`src/sv/bgi_pkg.sv`:
```
// ----------------------------------------------------------------------------
// bgi_pkg: shared types and constants for the bitsliced gate interpreter
// Opcodes, register indexes, sequencer states and the command record that
// travels from the front end through the queue to the execute stage.
// ----------------------------------------------------------------------------
package bgi_pkg;

  localparam int BGI_MEM_WORDS    = 4096;
  localparam int BGI_QUEUE_DEPTH  = 2;
  localparam int BGI_ADDR_FIELD_W = 12;
  localparam int BGI_LANE_W       = 6;
  localparam int BGI_WORD_W       = 64;
  localparam int BGI_LANES_W      = 7;
  localparam int BGI_CFG_IDX_W    = 1;

  // lane j lives at word bit j ^ 7 (low three bits inverted, so lane order in each byte is reversed)
  localparam logic [BGI_LANE_W-1:0] BGI_LANE_SWAP = 6'd7;

  typedef enum logic [2:0] {
    OP_XOR     = 3'd0,
    OP_AND     = 3'd1,
    OP_OR      = 3'd2,
    OP_NOT     = 3'd3,
    OP_RANDOM  = 3'd4,
    OP_LOAD    = 3'd5,
    OP_READ    = 3'd6,
    OP_INVALID = 3'd7
  } bgi_op_t;

  typedef enum logic [BGI_CFG_IDX_W-1:0] {
    CFG_BATCH_LANES   = 1'b0,
    CFG_RANDOM_ENABLE = 1'b1
  } bgi_cfg_idx_t;

  typedef enum logic {
    ST_IDLE = 1'b0,
    ST_EXEC = 1'b1
  } bgi_state_t;

  // classified command, addresses travel beside it
  typedef struct packed {
    bgi_op_t                 op;
    logic [BGI_LANE_W-1:0]   pos;
    logic                    bit_value;
    logic [BGI_WORD_W-1:0]   random_word;
  } bgi_cmd_t;

  // configuration seen by the execute stage
  typedef struct packed {
    logic [BGI_WORD_W-1:0] not_mask;
    logic                  random_enable;
  } bgi_cfg_t;

endpackage

```
`src/sv/bgi_fifo.sv`:
```
// ----------------------------------------------------------------------------
// bgi_fifo: command queue
// Small register queue between intake and execute so each side stalls alone.
// ----------------------------------------------------------------------------
module bgi_fifo import bgi_pkg::*; #(
  parameter int DATA_W = 8,
  parameter int DEPTH  = BGI_QUEUE_DEPTH
) (
  input  logic              clk,
  input  logic              rst_n,
  input  logic              push,
  input  logic [DATA_W-1:0] push_data,
  output logic              push_ready,
  output logic              pop_valid,
  output logic [DATA_W-1:0] pop_data,
  input  logic              pop
);

  localparam int PTR_W = (DEPTH > 1) ? $clog2(DEPTH) : 1;
  localparam int CNT_W = $clog2(DEPTH + 1);
  localparam logic [PTR_W-1:0] LAST = PTR_W'(DEPTH - 1);

  logic [DATA_W-1:0] entry_r [DEPTH];
  logic [PTR_W-1:0]  wr_ptr_r, wr_ptr_nxt;
  logic [PTR_W-1:0]  rd_ptr_r, rd_ptr_nxt;
  logic [CNT_W-1:0]  count_r, count_nxt;

  assign push_ready = (count_r != CNT_W'(DEPTH));
  assign pop_valid  = (count_r != '0);
  assign pop_data   = entry_r[rd_ptr_r];

  // pointer wrap and fill count
  always_comb begin
    wr_ptr_nxt = wr_ptr_r;
    rd_ptr_nxt = rd_ptr_r;
    count_nxt  = count_r;
    if (push) begin
      wr_ptr_nxt = (wr_ptr_r == LAST) ? '0 : wr_ptr_r + 1'b1;
    end
    if (pop) begin
      rd_ptr_nxt = (rd_ptr_r == LAST) ? '0 : rd_ptr_r + 1'b1;
    end
    if (push && !pop) begin
      count_nxt = count_r + 1'b1;
    end else if (pop && !push) begin
      count_nxt = count_r - 1'b1;
    end
  end

  always_ff @(posedge clk) begin
    if (!rst_n) begin
      wr_ptr_r <= '0;
      rd_ptr_r <= '0;
      count_r  <= '0;
    end else begin
      wr_ptr_r <= wr_ptr_nxt;
      rd_ptr_r <= rd_ptr_nxt;
      count_r  <= count_nxt;
    end
  end

  always_ff @(posedge clk) begin
    if (push) begin
      entry_r[wr_ptr_r] <= push_data;
    end
  end

  a_no_overflow: assert property (@(posedge clk) disable iff (!rst_n)
    push |-> count_r != CNT_W'(DEPTH))
    else $error("queue push while full");

  a_no_underflow: assert property (@(posedge clk) disable iff (!rst_n)
    pop |-> count_r != '0)
    else $error("queue pop while empty");

  a_count_up: assert property (@(posedge clk) disable iff (!rst_n)
    push && !pop |=> count_r == CNT_W'($past(count_r) + 1'b1))
    else $error("queue count did not follow a push");

endmodule

```
`config.mk`:
```
export PLATFORM = sky130hd
export DESIGN_NAME = bgi_fifo
export DESIGN_NICKNAME = d
export VERILOG_FILES = /design/src/sv/bgi_pkg.sv /design/src/sv/bgi_fifo.sv
export SDC_FILE = /design/constraint.sdc
export NUM_CORES = 1
export LEC_CHECK = 0
export ABC_AREA = 0
export BUFFER_PORTS_ARGS = -buffer_cell sky130_fd_sc_hd__buf_4
export CELL_PAD_IN_SITES_DETAIL_PLACEMENT = 0
export CELL_PAD_IN_SITES_GLOBAL_PLACEMENT = 1
export CORE_ASPECT_RATIO = 1.4
export CORE_MARGIN = 4
export CORE_UTILIZATION = 30
export DETAILED_ROUTE_END_ITERATION = 12
export GPL_TIMING_DRIVEN = 0
export PLACE_DENSITY_LB_ADDON = 0.08
export SYNTH_ARGS = -nofsm -noshare
export SYNTH_HDL_FRONTEND = slang
export SYNTH_SLANG_ARGS = --single-unit
```
`constraint.sdc`:
```
create_clock -name clk -period 1.45 [get_ports clk]
set_input_delay 0.145 -clock clk [delete_from_list [all_inputs] [get_ports clk]]
set_output_delay 0.145 -clock clk [all_outputs]
set_load 0.1 [all_outputs]
```
**Yosys cells after proc, flatten, opt, wreduce, memory -nomap -nowiden**

Memories as Yosys holds them, arrays and structs flattened. A register that Yosys moved wholly into a read port is not among the register bits.
Cells that the tools add are included.

- Add/sub/neg operators: 4
- Equal/unequal tests: 1
- Muxes and demuxes: 8
- Reductions and logical operators: 6

Operators by type and width:

| kind | count |
|---|---|
| two-way mux 1 bit | 6 |
| two-way mux 2 bit | 2 |
| nonzero test 2 bit | 2 |
| adder 1 bit (second input constant) | 2 |
| adder 2 x 1 -> 2 bit (second input constant) | 1 |
| logical AND 1 bit | 2 |
| logical NOT 1 bit | 2 |
| != test 2 bit (second input constant) | 1 |
| subtractor 2 x 1 -> 2 bit (second input constant) | 1 |

- Register bits: 4
- Bits in writable memories: 16
- Input port bits: 12
- Word-level logic and storage cells: 23
- Memories: 1

Memory list:

| memory | depth | bits a word | rd ports | clocked after Yosys merged registers in | wr ports | RTL line | source |
|---|---|---|---|---|---|---|---|
| entry_r | 2 | 8 | 1 | 1 | 1 | bgi_fifo.sv:23 | `logic [DATA_W-1:0] entry_r [DEPTH];` |

**Logic depth before layout (Yosys ltp)**

- Depth in word-level cells: 4
- Depth in mapped cells: 5
- Mapped depth without buffers: 5

**Worst setup path after synthesis**

Ideal clock, no wire load.

- Path kind: register to output
- Start point: register (tool-made name)
- End point: output pop_data[0]
- Arrival: 1.216 ns
- Setup slack: 0.089 ns
- Cell stages (with the launch flop): 3
- Buffers on the path: 1
- Cell sequence: dfxtp_1 buf_2 mux2_1

RTL lines:

| what | RTL line | source |
|---|---|---|
| to (decl) | bgi_fifo.sv:15 | `output logic [DATA_W-1:0] pop_data,` |

==> flow_metrics.env <==
export IMPL_nets=92
export IMPL_clkTransAtPathRegs_ps=110
export IMPL_ys_seq_area_share_pct=73.1
export IMPL_cpPeakStageDelay_ps=350
export IMPL_vias_per_cell=4.10
export IMPL_core_mm2=0.00247
export IMPL_syn_inst=47
export IMPL_arrival_ps=1280
export IMPL_rsz0062_at_grt="yes"
export IMPL_antenna_found_initial=0
export IMPL_synth_most_common_cell="edfxtp_1"
export IMPL_synth_ff_type="edfxtp_1"
export IMPL_cp_top_family="flip-flops"
export IMPL_tightest_slew_ps=740
export IMPL_ys_ff_latch=21
export IMPL_grt_pass1_wl_mm=2.00
export IMPL_first_global_vias=469
export IMPL_cts_num_sinks=21
export IMPL_synth_top_area_share_pct=60.5
export IMPL_cp_slowest_cell="dfxtp_2"
export IMPL_syn_num_nets=60
export IMPL_drv_slew=0
export IMPL_die_x_um=51.5
export IMPL_worstPathMaxFanout=8
export IMPL_pwr_share_comb_pct=34.9
export IMPL_finClkSkew_ps=1.68
export IMPL_power_density_mw_per_mm2=1230
export IMPL_placed_cell_area_um2=995
export IMPL_num_vias=459
export IMPL_finalCritPeriodShare_pct=98.6
export IMPL_gr_total_overflow=0
export IMPL_synth_edf_count=16
export IMPL_clock_power_share_pct=18.2
export IMPL_cts_buffer_depth=2
export IMPL_layout_cells_non_filler=112
export IMPL_die_area_mm2=0.00355
export IMPL_start_kind="flip-flop"
export IMPL_p_int_w=0.000993
export IMPL_synth_cell_types=16
export IMPL_root_buffer="clkbuf_4"
export IMPL_drc=0
export IMPL_syn_area_um2=795
export IMPL_swShare_pct=34.2
export IMPL_setup_viol=0
export IMPL_place_congestion=0.609
export IMPL_first_pass_iters=2
export IMPL_layout_drive_gt1_share_pct=44.9
export IMPL_final_util_pct=49.5
export IMPL_numCtsBuffers=3
export IMPL_fin_crit_ps=1430
export IMPL_hold_class="input port to flip-flop"
export IMPL_dp_cells=102
export IMPL_relSlewSlack_pct=50.6
export IMPL_finalWirelength_mm=1.37
export IMPL_synthTopCellsByCount="edfxtp_1, mux2_1, dfxtp_1"
export IMPL_avgSynthCellArea_um2=16.9
export IMPL_grt_max_degree=13
export IMPL_io_pins=22
export IMPL_fmax_ghz=0.700
export IMPL_initial_core_util_pct=32.2
export IMPL_p_seq_share_pct=46.9
export IMPL_dieHeight_um=68.9
export IMPL_crit_type="flip-flop to output port"
export IMPL_worstPathCellList="buf_8 > mux2_4 > buf_12"
export IMPL_ant_nets=0
export IMPL_ys_async_sr_fraction_pct=0
export IMPL_drt_initial_drc_count=13
export IMPL_rows=21
export IMPL_h_tree_depth=1
export IMPL_p_leak_nw=0.495
export IMPL_wl_per_cell_um=12.2
export IMPL_required_ps=1310
export IMPL_yosysTopAreaCell="edfxtp_1"
export IMPL_cts_tree="done"
export IMPL_switchingPower_w=0.000516
export IMPL_ir_worst_vdd_mv=0.675
export IMPL_n_antenna_cell=0
export IMPL_insertion_delay_ps=300
export IMPL_finalHoldViolCount=0
export IMPL_ys_top_cells_by_area="edfxtp_1, dfxtp_1, mux2_1, and2_1, xor2_1"
export IMPL_status="finished clean"
export IMPL_syn_to_final_growth_pct=54.0
export IMPL_cp_end_kind="output port"
export IMPL_portBuffers=21
export IMPL_grt_use_total_pct=8.13
export IMPL_worst_path_buf_inv=2
export IMPL_cap_violations=0
export IMPL_final_area_mm2=0.00122
export IMPL_yosysWarningCount=0
layout by cell type, fill, tap and decap left out, drive strengths merged:
| cell type | n |
|---|---|
| xnor2 | 1 |
| o21a | 1 |
| edfxtp | 16 |
| xor2 | 2 |
| buf | 22 |
| clkbuf | 3 |
| mux2 | 8 |
| or3 | 1 |
| o21ai | 1 |
| or2 | 1 |
| dfxtp | 5 |
| and2 | 4 |
| ha | 1 |
| inv | 1 |
| nor2b | 2 |
| nand2b | 1 |
| dlygate4sd3 | 6 |
| clkinv | 1 |
| a21boi | 1 |
per-layer routing:
layer  global-route usage [%]  vias up  share of wire [%]
li1                         -      229                  -
met4                     5.90        0                2.5
met5                        0        -                  0
met3                     1.94        4                5.0
met2                     13.7       16                 51
met1                     8.89      210                 42
power groups by stage:
stage | clock network [W] | registers, W | logic (W)
global placement | 0 | 0.000717 | 0.000416
CTS | 0.000286 | 0.000705 | 0.000476
finish | 0.000275 | 0.000707 | 0.000527
detailed placement | 0 | 0.000718 | 0.000417
global route | 0.000317 | 0.000711 | 0.000548
floorplan | 0 | 0.000714 | 0.000326
registers in the layout, indices dropped and copies added (netlist names), named ones only:
name / cells
count_r: 2
wr_ptr_r: 1
rd_ptr_r: 1
entry_r: 16
path summary, 6_finish.rpt:
kind,from,to,slack [ps],depth (start not counted)
min,push_data[2],entry_r[1][2],20,1
max reg2reg,wr_ptr_r,entry_r[0][2],180,1
max,flip-flop,pop_data[1],20,3
min reg2reg,count_r[1],count_r[1],510,2
stage by stage:
stage / total power, W / hold WS (ps) / setup slack, ps / TNS [ps]
3_3_place_gp: 0.00113 / 330 / 136 / 0
5_1_grt: 0.00158 / 4.07 / -27.4 / -162
3_5_place_dp: 0.00114 / 333 / 159 / 0
2_1_floorplan: 0.00104 / 244 / 89.4 / 0
4_1_cts: 0.00147 / 8.48 / -31.3 / -184
6_report: 0.00151 / 21.7 / 20.8 / 0
logic make-up after synthesis:
family	share of synthesized area [%]
AND/OR/NAND/NOR	7.09
adder cells (fa/ha/maj)	1.57
buffers and inverters	1.10
XOR/XNOR	3.31
AO/OA/AOI/OAI	2.52
multiplexers	11.3
flip-flops	73.1
final cells by class:
type / instances / area (µm²)
Inverter: 1 / 3.75
Buffer: 1 / 15.0
Clock buffer: 3 / 22.5
Multi-Input combinational cell: 24 / 235
Fill cell: 225 / 1250
Clock inverter: 1 / 5.00
Sequential cell: 21 / 582
Tap cell: 34 / 42.5
Timing Repair Buffer: 27 / 318
what timing repair did:
item                       in CTS  in global routing
hold endpoints to repair        0                 11
setup endpoints to repair       8                  8
gates resized for setup        26                 18
hold buffers                    0                  6
setup buffers                   0                  0
No activity file was read; power rests on OpenSTA's default activity.
